<file path="config.mk">
export PLATFORM = sky130hd
export DESIGN_NAME = closed_loop_stepper_pid_top
export DESIGN_NICKNAME = d
export VERILOG_FILES = /design/src/hdl/clsp_pkg.sv /design/src/hdl/closed_loop_stepper_pid_top.sv /design/src/hdl/clsp_ctrl.sv /design/src/hdl/clsp_datapath.sv
export SDC_FILE = /design/constraint.sdc
export NUM_CORES = 2
export LEC_CHECK = 0
export BUFFER_PORTS_ARGS = -buffer_cell sky130_fd_sc_hd__buf_2
export CORE_MARGIN = 1.5
export CORE_UTILIZATION = 41
export DETAILED_ROUTE_END_ITERATION = 16
export GPL_TIMING_DRIVEN = 0
export MAX_ROUTING_LAYER = met4
export PLACE_DENSITY = 0.64
export SLEW_MARGIN = 40
export SYNTH_ARGS = -nofsm -noshare
export SYNTH_HDL_FRONTEND = slang
export SYNTH_SLANG_ARGS = --single-unit
</file>
<file path="constraint.sdc">
create_clock -name clock -period 26.2 [get_ports clock]
set_input_delay 7.86 -clock clock [delete_from_list [all_inputs] [get_ports clock]]
set_output_delay 7.86 -clock clock [all_outputs]
set_load 0.02 [all_outputs]
</file>
<file path="src/hdl/clsp_pkg.sv">
// ----------------------------------------------------------------------------
// clsp_pkg: shared definitions of the closed-loop stepper controller
// Operation codes, register indexes, sequencer steps, reset values and the
// structures passed between the controller and the datapath.
// ----------------------------------------------------------------------------
package clsp_pkg;

   // Operation codes of an input item.
   localparam logic [1:0] OP_TICK    = 2'd0;
   localparam logic [1:0] OP_ENABLE  = 2'd1;
   localparam logic [1:0] OP_DISABLE = 2'd2;

   // Configuration register indexes.
   localparam logic [2:0] CSR_PROP_GAIN    = 3'd0;
   localparam logic [2:0] CSR_INTEG_GAIN   = 3'd1;
   localparam logic [2:0] CSR_DERIV_GAIN   = 3'd2;
   localparam logic [2:0] CSR_STEP_SCALE   = 3'd3;
   localparam logic [2:0] CSR_INTEG_LIMIT  = 3'd4;
   localparam logic [2:0] CSR_CLOSED_MAX   = 3'd5;
   localparam logic [2:0] CSR_OPEN_CURRENT = 3'd6;
   localparam logic [2:0] CSR_CLOSED_LOOP  = 3'd7;

   // Register reset values.
   localparam logic [9:0]  RST_PROP_GAIN    = 10'd30;
   localparam logic [9:0]  RST_INTEG_GAIN   = 10'd10;
   localparam logic [9:0]  RST_DERIV_GAIN   = 10'd100;
   localparam logic [7:0]  RST_STEP_SCALE   = 8'd5;
   localparam logic [19:0] RST_INTEG_LIMIT  = 20'd65536;
   localparam logic [11:0] RST_CLOSED_MAX   = 12'd1023;
   localparam logic [11:0] RST_OPEN_CURRENT = 12'd1023;
   localparam logic        RST_CLOSED_LOOP  = 1'b1;

   // Default values of the top-level parameters.
   localparam int DEF_HOLD_TICKS   = 10000;
   localparam int DEF_FILTER_A     = 100;
   localparam int DEF_FILTER_B     = 28;
   localparam int DEF_COUNTER_SPAN = 65000;

   // Sequencer steps of one control tick.
   localparam logic [3:0] STEP_SPAN  = 4'd0;
   localparam logic [3:0] STEP_SCALE = 4'd1;
   localparam logic [3:0] STEP_CMD   = 4'd2;
   localparam logic [3:0] STEP_ERR   = 4'd3;
   localparam logic [3:0] STEP_IMUL  = 4'd4;
   localparam logic [3:0] STEP_INTEG = 4'd5;
   localparam logic [3:0] STEP_KD    = 4'd6;
   localparam logic [3:0] STEP_FA    = 4'd7;
   localparam logic [3:0] STEP_DERIV = 4'd8;
   localparam logic [3:0] STEP_OUT   = 4'd9;
   localparam logic [3:0] STEP_OPEN  = 4'd10;

   typedef struct packed {
      logic [9:0]  prop_gain;
      logic [9:0]  integ_gain;
      logic [9:0]  deriv_gain;
      logic [7:0]  step_scale;
      logic [19:0] integ_limit;
      logic [11:0] closed_current_max;
      logic [11:0] open_current;
      logic        closed_loop;
   } cfg_type;

   typedef struct packed {
      logic       in_load;
      logic       seed;
      logic       step_en;
      logic [3:0] step;
      logic       out_load;
      logic       out_zero;
   } cmd_type;

endpackage

</file>
<file path="src/hdl/closed_loop_stepper_pid_top.sv">
// ----------------------------------------------------------------------------
// closed_loop_stepper_pid_top: closed-loop stepper position controller
// PID position loop with open-loop fallback, one control tick per transfer.
// ----------------------------------------------------------------------------
// Each request transfer carries an operation: a control tick, an enable or a
// disable. A tick while enabled is stepped by the sequencer through the PID
// steps in closed-loop mode, or through the open-loop hold step after the
// commanded position in open-loop mode, before the result is offered; the
// sequencer runs the products of the tick through one shared 33 by 18 bit
// multiplier. An enable produces no result, a disable produces an all-zero
// result, and a tick while disabled is simply absorbed. The result waits in
// an output register, so a new request is accepted while the previous result
// has not yet been taken. Configuration registers are written through the
// csr port at any edge where csr_write_enable is high; they must only change
// while no tick is in flight.
module closed_loop_stepper_pid_top #(
   parameter int HOLD_TICKS   = clsp_pkg::DEF_HOLD_TICKS,
   parameter int FILTER_A     = clsp_pkg::DEF_FILTER_A,
   parameter int FILTER_B     = clsp_pkg::DEF_FILTER_B,
   parameter int COUNTER_SPAN = clsp_pkg::DEF_COUNTER_SPAN
) (
   input  logic               clock,
   input  logic               reset,
   input  logic               req_valid,
   output logic               req_ready,
   input  logic [1:0]         req_op,
   input  logic [13:0]        req_encoder_angle,
   input  logic [15:0]        req_step_count,
   output logic               rsp_valid,
   input  logic               rsp_ready,
   output logic signed [31:0] rsp_drive_angle,
   output logic [11:0]        rsp_drive_current,
   output logic               rsp_error_flag,
   input  logic               csr_write_enable,
   input  logic [2:0]         csr_index,
   input  logic [19:0]        csr_write_data
);
   import clsp_pkg::*;

   cfg_type cfg_ff, cfg_in;
   cmd_type cmd;

   // Register file: each write lands in the register selected by its index.
   always_comb begin
      cfg_in = cfg_ff;
      if (csr_write_enable) begin
         case (csr_index)
            CSR_PROP_GAIN:    cfg_in.prop_gain          = csr_write_data[9:0];
            CSR_INTEG_GAIN:   cfg_in.integ_gain         = csr_write_data[9:0];
            CSR_DERIV_GAIN:   cfg_in.deriv_gain         = csr_write_data[9:0];
            CSR_STEP_SCALE:   cfg_in.step_scale         = csr_write_data[7:0];
            CSR_INTEG_LIMIT:  cfg_in.integ_limit        = csr_write_data;
            CSR_CLOSED_MAX:   cfg_in.closed_current_max = csr_write_data[11:0];
            CSR_OPEN_CURRENT: cfg_in.open_current       = csr_write_data[11:0];
            CSR_CLOSED_LOOP:  cfg_in.closed_loop        = csr_write_data[0];
            default: ;
         endcase
      end
   end

   always_ff @(posedge clock) begin
      if (reset) begin
         cfg_ff.prop_gain          <= RST_PROP_GAIN;
         cfg_ff.integ_gain         <= RST_INTEG_GAIN;
         cfg_ff.deriv_gain         <= RST_DERIV_GAIN;
         cfg_ff.step_scale         <= RST_STEP_SCALE;
         cfg_ff.integ_limit        <= RST_INTEG_LIMIT;
         cfg_ff.closed_current_max <= RST_CLOSED_MAX;
         cfg_ff.open_current       <= RST_OPEN_CURRENT;
         cfg_ff.closed_loop        <= RST_CLOSED_LOOP;
      end else begin
         cfg_ff <= cfg_in;
      end
   end

   // The sequencer owns the handshakes; the datapath only follows commands.
   clsp_ctrl u_ctrl (
      .clock       (clock),
      .reset       (reset),
      .req_valid   (req_valid),
      .req_ready   (req_ready),
      .req_op      (req_op),
      .closed_loop (cfg_ff.closed_loop),
      .rsp_ready   (rsp_ready),
      .rsp_valid   (rsp_valid),
      .cmd         (cmd)
   );

   clsp_datapath #(
      .HOLD_TICKS   (HOLD_TICKS),
      .FILTER_A     (FILTER_A),
      .FILTER_B     (FILTER_B),
      .COUNTER_SPAN (COUNTER_SPAN)
   ) u_datapath (
      .clock             (clock),
      .reset             (reset),
      .cmd               (cmd),
      .cfg               (cfg_ff),
      .req_encoder_angle (req_encoder_angle),
      .req_step_count    (req_step_count),
      .rsp_drive_angle   (rsp_drive_angle),
      .rsp_drive_current (rsp_drive_current),
      .rsp_error_flag    (rsp_error_flag)
   );

`ifndef SYNTHESIS
   // An enable does no sequenced work, so the next request is taken at once.
   a_enable_no_work: assert property (@(posedge clock) disable iff (reset)
      (req_valid && req_ready && req_op == OP_ENABLE) |=> req_ready)
      else $error("request channel stalled after an enable transfer");

   // Open-loop results never report a clamped position error.
   a_open_no_flag: assert property (@(posedge clock) disable iff (reset)
      (rsp_valid && !cfg_ff.closed_loop) |-> !rsp_error_flag)
      else $error("error flag set on an open-loop result");

   // The offered current never exceeds the larger of the closed-loop maximum and the open-loop current.
   a_current_bound: assert property (@(posedge clock) disable iff (reset)
      rsp_valid |-> (rsp_drive_current <= cfg_ff.closed_current_max ||
                     rsp_drive_current <= cfg_ff.open_current))
      else $error("drive current above the configured limit");
`endif

endmodule

</file>
<file path="src/hdl/clsp_ctrl.sv">
// ----------------------------------------------------------------------------
// clsp_ctrl: sequencer of the closed-loop stepper controller
// Accepts input items, keeps the enable state, steps the datapath through a
// control tick and hands the result to the output register.
// ----------------------------------------------------------------------------
module clsp_ctrl (
   input  logic                clock,
   input  logic                reset,
   input  logic                req_valid,
   output logic                req_ready,
   input  logic [1:0]          req_op,
   input  logic                closed_loop,
   input  logic                rsp_ready,
   output logic                rsp_valid,
   output clsp_pkg::cmd_type   cmd
);
   import clsp_pkg::*;

   localparam logic [1:0] ST_IDLE = 2'd0;
   localparam logic [1:0] ST_RUN  = 2'd1;
   localparam logic [1:0] ST_EMIT = 2'd2;

   logic [1:0] state_ff, state_in;
   logic [3:0] step_ff, step_in;
   logic       enabled_ff, enabled_in;
   logic       zero_ff, zero_in;
   logic       rsp_valid_ff, rsp_valid_in;

   always_comb begin
      state_in     = state_ff;
      step_in      = step_ff;
      enabled_in   = enabled_ff;
      zero_in      = zero_ff;
      rsp_valid_in = rsp_valid_ff && !rsp_ready;
      cmd          = '0;
      cmd.step     = step_ff;
      req_ready    = (state_ff == ST_IDLE);
      case (state_ff)
         ST_IDLE: begin
            if (req_valid) begin
               cmd.in_load = 1'b1;
               case (req_op)
                  OP_TICK: begin
                     if (enabled_ff) begin
                        state_in = ST_RUN;
                        step_in  = STEP_SPAN;
                        zero_in  = 1'b0;
                     end
                  end
                  OP_ENABLE: begin
                     cmd.seed   = 1'b1;
                     enabled_in = 1'b1;
                  end
                  OP_DISABLE: begin
                     enabled_in = 1'b0;
                     zero_in    = 1'b1;
                     state_in   = ST_EMIT;
                  end
                  default: ;
               endcase
            end
         end
         ST_RUN: begin
            cmd.step_en = 1'b1;
            if (step_ff == STEP_CMD && !closed_loop) begin
               step_in = STEP_OPEN;
            end else if (step_ff == STEP_OUT || step_ff == STEP_OPEN) begin
               state_in = ST_EMIT;
            end else begin
               step_in = step_ff + 4'd1;
            end
         end
         ST_EMIT: begin
            if (!rsp_valid_ff || rsp_ready) begin
               cmd.out_load = 1'b1;
               cmd.out_zero = zero_ff;
               rsp_valid_in = 1'b1;
               state_in     = ST_IDLE;
            end
         end
         default: state_in = ST_IDLE;
      endcase
   end

   always_ff @(posedge clock) begin
      if (reset) begin
         state_ff     <= ST_IDLE;
         step_ff      <= STEP_SPAN;
         enabled_ff   <= 1'b0;
         zero_ff      <= 1'b0;
         rsp_valid_ff <= 1'b0;
      end else begin
         state_ff     <= state_in;
         step_ff      <= step_in;
         enabled_ff   <= enabled_in;
         zero_ff      <= zero_in;
         rsp_valid_ff <= rsp_valid_in;
      end
   end

   assign rsp_valid = rsp_valid_ff;

endmodule

</file>
<file path="src/hdl/clsp_datapath.sv">
// ----------------------------------------------------------------------------
// clsp_datapath: arithmetic of the closed-loop stepper controller
// Position unwrapping, PID terms over one shared multiplier, open-loop hold
// logic and the output register, all driven by sequencer commands.
// ----------------------------------------------------------------------------
module clsp_datapath #(
   parameter int HOLD_TICKS   = clsp_pkg::DEF_HOLD_TICKS,
   parameter int FILTER_A     = clsp_pkg::DEF_FILTER_A,
   parameter int FILTER_B     = clsp_pkg::DEF_FILTER_B,
   parameter int COUNTER_SPAN = clsp_pkg::DEF_COUNTER_SPAN
) (
   input  logic                clock,
   input  logic                reset,
   input  clsp_pkg::cmd_type   cmd,
   input  clsp_pkg::cfg_type   cfg,
   input  logic [13:0]         req_encoder_angle,
   input  logic [15:0]         req_step_count,
   output logic signed [31:0]  rsp_drive_angle,
   output logic [11:0]         rsp_drive_current,
   output logic                rsp_error_flag
);
   import clsp_pkg::*;

   localparam logic [16:0] SPAN_C  = 17'(COUNTER_SPAN);
   localparam logic [16:0] FA_C    = 17'(FILTER_A);
   localparam logic [16:0] FB_C    = 17'(FILTER_B);
   localparam logic [13:0] HOLD_C  = 14'(HOLD_TICKS);
   localparam logic signed [17:0] HALF_C = 18'(COUNTER_SPAN / 2);
   localparam logic signed [50:0] I32_MAX = 51'sd2147483647;
   localparam logic signed [50:0] I32_MIN = -51'sd2147483648;

   // Division by a power of two that truncates toward zero.
   function automatic logic signed [50:0] div_pow2(input logic signed [50:0] x,
                                                  input logic [2:0] k);
      logic signed [50:0] bias;
      bias = x[50] ? $signed((51'd1 << k) - 51'd1) : 51'sd0;
      return (x + bias) >>> k;
   endfunction

   logic [13:0]        y_ff, y_in;
   logic [15:0]        s_ff, s_in;
   logic [15:0]        prev_step_ff, prev_step_in;
   logic [31:0]        step_base_ff, step_base_in;
   logic [31:0]        prev_cmd_ff, prev_cmd_in;
   logic [13:0]        prev_enc_ff, prev_enc_in;
   logic signed [31:0] prev_unw_ff, prev_unw_in;
   logic signed [15:0] turn_ff, turn_in;
   logic signed [20:0] integ_ff, integ_in;
   logic signed [31:0] deriv_ff, deriv_in;
   logic [13:0]        hold_ff, hold_in;
   logic signed [50:0] prod_ff, prod_in;
   logic [31:0]        r_ff, r_in;
   logic signed [31:0] yw_ff, yw_in;
   logic signed [11:0] e_ff, e_in;
   logic               flag_ff, flag_in;
   logic signed [31:0] vel_ff, vel_in;
   logic [16:0]        kd_ff, kd_in;
   logic signed [31:0] fa_ff, fa_in;
   logic [31:0]        res_angle_ff, res_angle_in;
   logic [11:0]        res_cur_ff, res_cur_in;
   logic               res_flag_ff, res_flag_in;
   logic [31:0]        out_angle_ff, out_angle_in;
   logic [11:0]        out_cur_ff, out_cur_in;
   logic               out_flag_ff, out_flag_in;

   logic signed [32:0] mul_a;
   logic [16:0]        mul_b;
   logic signed [50:0] mul_out;
   logic signed [17:0] d_step;
   logic signed [14:0] dy;
   logic signed [15:0] turn_new;
   logic signed [32:0] e_full;
   logic signed [50:0] quo;
   logic signed [23:0] isum, ilim, ilim_n;
   logic signed [50:0] dsum, usum;
   logic signed [50:0] umag;
   logic [31:0]        vel3;
   logic [13:0]        hold_new;

   assign mul_out = mul_a * $signed({1'b0, mul_b});

   always_comb begin
      y_in = y_ff; s_in = s_ff;
      prev_step_in = prev_step_ff; step_base_in = step_base_ff;
      prev_cmd_in = prev_cmd_ff; prev_enc_in = prev_enc_ff;
      prev_unw_in = prev_unw_ff; turn_in = turn_ff;
      integ_in = integ_ff; deriv_in = deriv_ff; hold_in = hold_ff;
      prod_in = prod_ff; r_in = r_ff; yw_in = yw_ff; e_in = e_ff;
      flag_in = flag_ff; vel_in = vel_ff; kd_in = kd_ff; fa_in = fa_ff;
      res_angle_in = res_angle_ff; res_cur_in = res_cur_ff;
      res_flag_in = res_flag_ff;
      out_angle_in = out_angle_ff; out_cur_in = out_cur_ff;
      out_flag_in = out_flag_ff;
      mul_a = '0; mul_b = '0;
      d_step = $signed({2'b0, s_ff}) - $signed({2'b0, prev_step_ff});
      dy = $signed({1'b0, y_ff}) - $signed({1'b0, prev_enc_ff});
      turn_new = turn_ff;
      e_full = '0; quo = '0; isum = '0; dsum = '0; usum = '0; umag = '0;
      ilim = $signed({4'b0, cfg.integ_limit});
      ilim_n = -ilim;
      vel3 = 32'(vel_ff) + (32'(vel_ff) << 1);
      hold_new = hold_ff;

      if (cmd.in_load) begin
         y_in = req_encoder_angle;
         s_in = req_step_count;
      end
      if (cmd.seed) begin
         step_base_in = {18'b0, req_encoder_angle};
         prev_step_in = '0;
         prev_cmd_in  = {18'b0, req_encoder_angle};
         prev_enc_in  = req_encoder_angle;
         prev_unw_in  = $signed({18'b0, req_encoder_angle});
         turn_in      = '0;
      end

      if (cmd.step_en) begin
         case (cmd.step)
            STEP_SPAN: begin
               mul_a = $signed({16'b0, SPAN_C});
               mul_b = {9'b0, cfg.step_scale};
               prod_in = mul_out;
            end
            STEP_SCALE: begin
               if (d_step < -HALF_C) begin
                  step_base_in = step_base_ff + prod_ff[31:0];
               end else if (d_step > HALF_C) begin
                  step_base_in = step_base_ff - prod_ff[31:0];
               end
               mul_a = $signed({17'b0, s_ff});
               mul_b = {9'b0, cfg.step_scale};
               prod_in = mul_out;
            end
            STEP_CMD: begin
               r_in = step_base_ff + prod_ff[31:0];
               prev_step_in = s_ff;
               if (dy > 15'sd8192) begin
                  turn_new = turn_ff - 16'sd1;
               end else if (dy < -15'sd8192) begin
                  turn_new = turn_ff + 16'sd1;
               end
               if (cfg.closed_loop) begin
                  turn_in = turn_new;
               end
               yw_in = $signed({{2{turn_new[15]}}, turn_new, 14'b0})
                       + $signed({18'b0, y_ff});
            end
            STEP_ERR: begin
               e_full = $signed({r_ff[31], r_ff}) - $signed({yw_ff[31], yw_ff});
               flag_in = 1'b0;
               if (e_full > 33'sd1638) begin
                  e_in = 12'sd1638;
                  flag_in = 1'b1;
               end else if (e_full < -33'sd1638) begin
                  e_in = -12'sd1638;
                  flag_in = 1'b1;
               end else begin
                  e_in = e_full[11:0];
               end
               vel_in = yw_ff - prev_unw_ff;
            end
            STEP_IMUL: begin
               mul_a = {{21{e_ff[11]}}, e_ff};
               mul_b = {7'b0, cfg.integ_gain};
               prod_in = mul_out;
            end
            STEP_INTEG: begin
               quo = div_pow2(prod_ff, 3'd5);
               isum = quo[23:0] + {{3{integ_ff[20]}}, integ_ff};
               if (isum > ilim) begin
                  integ_in = ilim[20:0];
               end else if (isum < ilim_n) begin
                  integ_in = ilim_n[20:0];
               end else begin
                  integ_in = isum[20:0];
               end
               mul_a = $signed({16'b0, FB_C});
               mul_b = {7'b0, cfg.deriv_gain};
               prod_in = mul_out;
            end
            STEP_KD: begin
               kd_in = prod_ff[16:0];
               mul_a = {deriv_ff[31], deriv_ff};
               mul_b = FA_C;
               prod_in = mul_out;
            end
            STEP_FA: begin
               quo = div_pow2(prod_ff, 3'd7);
               fa_in = quo[31:0];
               mul_a = {vel_ff[31], vel_ff};
               mul_b = kd_ff;
               prod_in = mul_out;
            end
            STEP_DERIV: begin
               dsum = {{19{fa_ff[31]}}, fa_ff} - div_pow2(prod_ff, 3'd3);
               if (dsum > I32_MAX) begin
                  deriv_in = I32_MAX[31:0];
               end else if (dsum < I32_MIN) begin
                  deriv_in = I32_MIN[31:0];
               end else begin
                  deriv_in = dsum[31:0];
               end
               mul_a = {{21{e_ff[11]}}, e_ff};
               mul_b = {7'b0, cfg.prop_gain};
               prod_in = mul_out;
            end
            STEP_OUT: begin
               usum = prod_ff + {{30{integ_ff[20]}}, integ_ff}
                      + {{19{deriv_ff[31]}}, deriv_ff};
               quo = div_pow2(usum, 3'd7);
               umag = quo[50] ? -quo : quo;
               if (quo == 51'sd0) begin
                  res_angle_in = {18'b0, y_ff};
               end else if (quo[50]) begin
                  res_angle_in = {18'b0, y_ff} - 32'd82 + vel3;
               end else begin
                  res_angle_in = {18'b0, y_ff} + 32'd82 + vel3;
               end
               if (umag > $signed({39'b0, cfg.closed_current_max})) begin
                  res_cur_in = cfg.closed_current_max;
               end else begin
                  res_cur_in = umag[11:0];
               end
               res_flag_in = flag_ff;
               prev_enc_in = y_ff;
               prev_unw_in = yw_ff;
            end
            STEP_OPEN: begin
               if (r_ff == prev_cmd_ff) begin
                  if (hold_ff < HOLD_C) begin
                     hold_new = hold_ff + 14'd1;
                  end
               end else begin
                  hold_new = '0;
               end
               hold_in = hold_new;
               res_cur_in = (hold_new >= HOLD_C) ? {1'b0, cfg.open_current[11:1]}
                                                 : cfg.open_current;
               res_angle_in = r_ff;
               res_flag_in = 1'b0;
               prev_cmd_in = r_ff;
            end
            default: ;
         endcase
      end

      if (cmd.out_load) begin
         out_angle_in = cmd.out_zero ? 32'd0  : res_angle_ff;
         out_cur_in   = cmd.out_zero ? 12'd0  : res_cur_ff;
         out_flag_in  = cmd.out_zero ? 1'b0   : res_flag_ff;
      end
   end

   // Controller state of the loop.
   always_ff @(posedge clock) begin
      if (reset) begin
         prev_step_ff <= '0;
         step_base_ff <= '0;
         prev_cmd_ff  <= '0;
         prev_enc_ff  <= '0;
         prev_unw_ff  <= '0;
         turn_ff      <= '0;
         integ_ff     <= '0;
         deriv_ff     <= '0;
         hold_ff      <= '0;
      end else begin
         prev_step_ff <= prev_step_in;
         step_base_ff <= step_base_in;
         prev_cmd_ff  <= prev_cmd_in;
         prev_enc_ff  <= prev_enc_in;
         prev_unw_ff  <= prev_unw_in;
         turn_ff      <= turn_in;
         integ_ff     <= integ_in;
         deriv_ff     <= deriv_in;
         hold_ff      <= hold_in;
      end
   end

   // Working and payload registers.
   always_ff @(posedge clock) begin
      y_ff         <= y_in;
      s_ff         <= s_in;
      prod_ff      <= prod_in;
      r_ff         <= r_in;
      yw_ff        <= yw_in;
      e_ff         <= e_in;
      flag_ff      <= flag_in;
      vel_ff       <= vel_in;
      kd_ff        <= kd_in;
      fa_ff        <= fa_in;
      res_angle_ff <= res_angle_in;
      res_cur_ff   <= res_cur_in;
      res_flag_ff  <= res_flag_in;
      out_angle_ff <= out_angle_in;
      out_cur_ff   <= out_cur_in;
      out_flag_ff  <= out_flag_in;
   end

   assign rsp_drive_angle   = $signed(out_angle_ff);
   assign rsp_drive_current = out_cur_ff;
   assign rsp_error_flag    = out_flag_ff;

endmodule
</file>
==> flow_metrics.env <==
export IMPL_post_cts_setup_buffers=0
export IMPL_synth_warnings=0
export IMPL_layout_nets=9287
export IMPL_status="finished, final reports clean"
export IMPL_clock_sinks=628
export IMPL_synth_flop_cell="edfxtp_1"
export IMPL_setup_worst_path_start_class="flop"
export IMPL_die_w_um=409
export IMPL_path_clk_slew_ns=0.07
export IMPL_gp_congestion=1.05
export IMPL_r2r_start="u_datapath.prod_ff[9]$_DFFE_PP_"
export IMPL_end_kind="flop"
export IMPL_async_flop_share=0
export IMPL_drtPass1Iterations=8
export IMPL_io_buffer_count=102
export IMPL_final_cell_mix="907 x inv_1, 856 x nand2_1, 794 x nor2_1"
export IMPL_grt_pass1_wl_um=365000
export IMPL_grt_pass1_vias=57747
export IMPL_drv_cap=0
export IMPL_relSlewSlack=0.337
export IMPL_ys_ff_latch=628
export IMPL_first_iter_violations=6617
export IMPL_num_io_pins=107
export IMPL_synth_edf_count=327
export IMPL_rows=148
export IMPL_stdcell_count=10359
export IMPL_setup_tns_final_ns=0
export IMPL_cts_tree="yes"
export IMPL_min_period_ns=13.53
export IMPL_syn_num_nets=9087
export IMPL_rsz0062_at_grt="false"
export IMPL_timing_rr_end="u_datapath.res_cur_ff[2]$_DFFE_PP_"
export IMPL_gr_total_overflow=0
export IMPL_hold_ws_ns=0.455
export IMPL_die_area_sq_mm=0.167
export IMPL_cts_root_buf="clkbuf_16"
export IMPL_cts_made_buffers=77
export IMPL_fmax_mhz=73.9
export IMPL_crit_start="u_datapath.prod_ff[9]$_DFFE_PP_"
export IMPL_powerDensity_mw_per_mm2=32.7
export IMPL_r2r_setup_slack_ns=12.67
export IMPL_hpwl_um=202000
export IMPL_wirelength_um=244000
export IMPL_crit_type="reg -> reg"
export IMPL_antenna_found_initial=13
export IMPL_rr_worst_depth=46
export IMPL_start_util=0.414
export IMPL_dp_cells=10206
export IMPL_finClkSkew_ns=0.0524
export IMPL_cpPeakStageDelay_ns=0.73
export IMPL_worst_slew_pin_slew_ns=0.988
export IMPL_syn2layout_area_growth_pct=9.83
export IMPL_endpoint="u_datapath.res_cur_ff[2]$_DFFE_PP_"
export IMPL_crit_fanout=10
export IMPL_critPathArrivalTime_ns=13.89
export IMPL_ir_drop_mv=0.0488
export IMPL_viasPerCell=5.83
export IMPL_die_h_um=409
export IMPL_clock_path_buffers=3
export IMPL_total_leakage_power_nw=30.4
export IMPL_final_area_sq_mm=0.0741
export IMPL_hold_path_class="reg -> reg"
export IMPL_slowest_stage="edfxtp_1"
export IMPL_synth_seq_area_share=0.235
export IMPL_synth_area_per_cell_sq_um=8.53
export IMPL_crit_required_ns=26.55
export IMPL_grt_use_total=0.297
export IMPL_coreArea_sq_mm=0.163
export IMPL_wire_per_inst_um=23.6
export IMPL_cts_htree_levels=3
export IMPL_clock_latency_ns=0.71
export IMPL_antenna_left=0
export IMPL_place_area_sq_mm=0.0713
export IMPL_setup_violations=0
export IMPL_final_common_cell="inv_1"
export IMPL_post_route_period_util=0.517
export IMPL_syn_area_sq_mm=0.0674
export IMPL_cts_resized_gates=0
export IMPL_cts_hold_buf=0
export IMPL_syn_instance_count=7910
export IMPL_slew_violations=0
export IMPL_vias=60429
export IMPL_drive_gt1_frac=0.0510
export IMPL_hold_viol_final=0
export IMPL_grt_max_degree=42
export IMPL_ys_types=100
export IMPL_route_detailed_drc=0
state kept, by name, indices dropped and copies added (netlist names), 17 cells and up:
signal,cells
u_datapath.step_base_ff,32
cfg_ff,83
u_datapath.fa_ff,32
u_datapath.vel_ff,32
u_datapath.deriv_ff,32
u_datapath.res_angle_ff,32
u_datapath.kd_ff,17
u_datapath.integ_ff,21
u_datapath.rsp_drive_angle,32
u_datapath.prev_cmd_ff,32
u_datapath.yw_ff,30
u_datapath.r_ff,32
u_datapath.prod_ff,51
u_datapath.prev_unw_ff,32
cell type report:
cell class,instances,area (sq um)
diodes,9,22.5
plain buffers,303,1220
clock buffers,101,2130
clock inverters,43,574
fillers,15990,88900
inverters,907,3400
multi-input cells,6072,47300
flip-flops and latches,628,15900
well taps,2175,2720
repair buffers,121,848
where the power goes:
| part | switching [mW] | internal [mW] | total, mW |
|---|---|---|---|
| clock network | 0.496 | 0.659 | 1.15 |
| registers | 0.0134 | 1.04 | 1.06 |
| logic | 0.141 | 0.0706 | 0.211 |
how the worst min path moves through the flow:
stage	cells after the start	end	startpoint
after floorplan	2	cfg_ff[53]$_SDFFE_PP0P_	cfg_ff[53]$_SDFFE_PP0P_
after global placement	2	cfg_ff[79]$_SDFFE_PP0P_	cfg_ff[79]$_SDFFE_PP0P_
after detailed placement	2	cfg_ff[79]$_SDFFE_PP0P_	cfg_ff[79]$_SDFFE_PP0P_
after CTS	2	cfg_ff[79]$_SDFFE_PP0P_	cfg_ff[79]$_SDFFE_PP0P_
after global routing	2	cfg_ff[53]$_SDFFE_PP0P_	cfg_ff[53]$_SDFFE_PP0P_
final	2	cfg_ff[53]$_SDFFE_PP0P_	cfg_ff[53]$_SDFFE_PP0P_
per-stage QoR:
stage	util	worst slack (ns)	total power [mW]
final	0.455	12.67	2.42
after global routing	0.454	12.18	2.48
after CTS	0.454	12.83	2.43
after detailed placement	0.438	12.83	1.28
after global placement	0.434	9.77	1.27
after floorplan	-	15.00	1.20
logic make-up (layout without fill, tap and decap cells):
logic type      count (synthesis)  after routing  synth area share
buf+inv                      1210           1475            0.0681
simple gates                 2721           2721             0.187
mux                            43             43           0.00644
fa+ha+maj                    1117           1117             0.272
xor+xnor                      523            523            0.0680
compound gates               1668           1668             0.163
other cells                     0              9                 0
flops                         628            628             0.235
per-layer routing:
metal	vias to the layer above	track usage	share of wire
met5	-	-	0
met4	0	0.136	0.056
met3	573	0.0593	0.11
met2	2884	0.431	0.42
met1	29429	0.399	0.41
li1	27543	-	-
Yosys cell counts, types with 82 or more instances:
| cell type | n | area share |
|---|---|---|
| a21o_1 | 106 | 0.012 |
| inv_1 | 907 | 0.050 |
| dfxtp_1 | 301 | 0.089 |
| a22oi_1 | 82 | 0.0091 |
| o21ai_0 | 277 | 0.021 |
| xnor2_1 | 384 | 0.050 |
| a21oi_1 | 506 | 0.038 |
| and3_1 | 107 | 0.0099 |
| ha_1 | 531 | 0.099 |
| clkbuf_1 | 271 | 0.015 |
| xor2_1 | 138 | 0.018 |
| and2_1 | 108 | 0.010 |
| nor2b_1 | 82 | 0.0076 |
| edfxtp_1 | 327 | 0.15 |
| fa_1 | 586 | 0.17 |
| a211oi_1 | 108 | 0.012 |
| nand2_1 | 857 | 0.048 |
| nor2_1 | 798 | 0.044 |
| nor3_1 | 179 | 0.013 |
| nand3_1 | 225 | 0.017 |
| nand2b_1 | 90 | 0.0083 |
critical path: cells and delay by family (launching register included):
| family | cells | cell delay, ns |
|---|---|---|
| muxes | 1 | 0.28 |
| buffers and inverters | 6 | 2.06 |
| DFF | 1 | 0.73 |
| AOI/OAI and AO/OA | 14 | 3.33 |
| and+or+nand+nor | 20 | 4.82 |
| adders and majority gates | 4 | 1.50 |
| xor gates and xnor gates | 1 | 0.40 |
No activity file was read; power rests on OpenSTA's default activity.
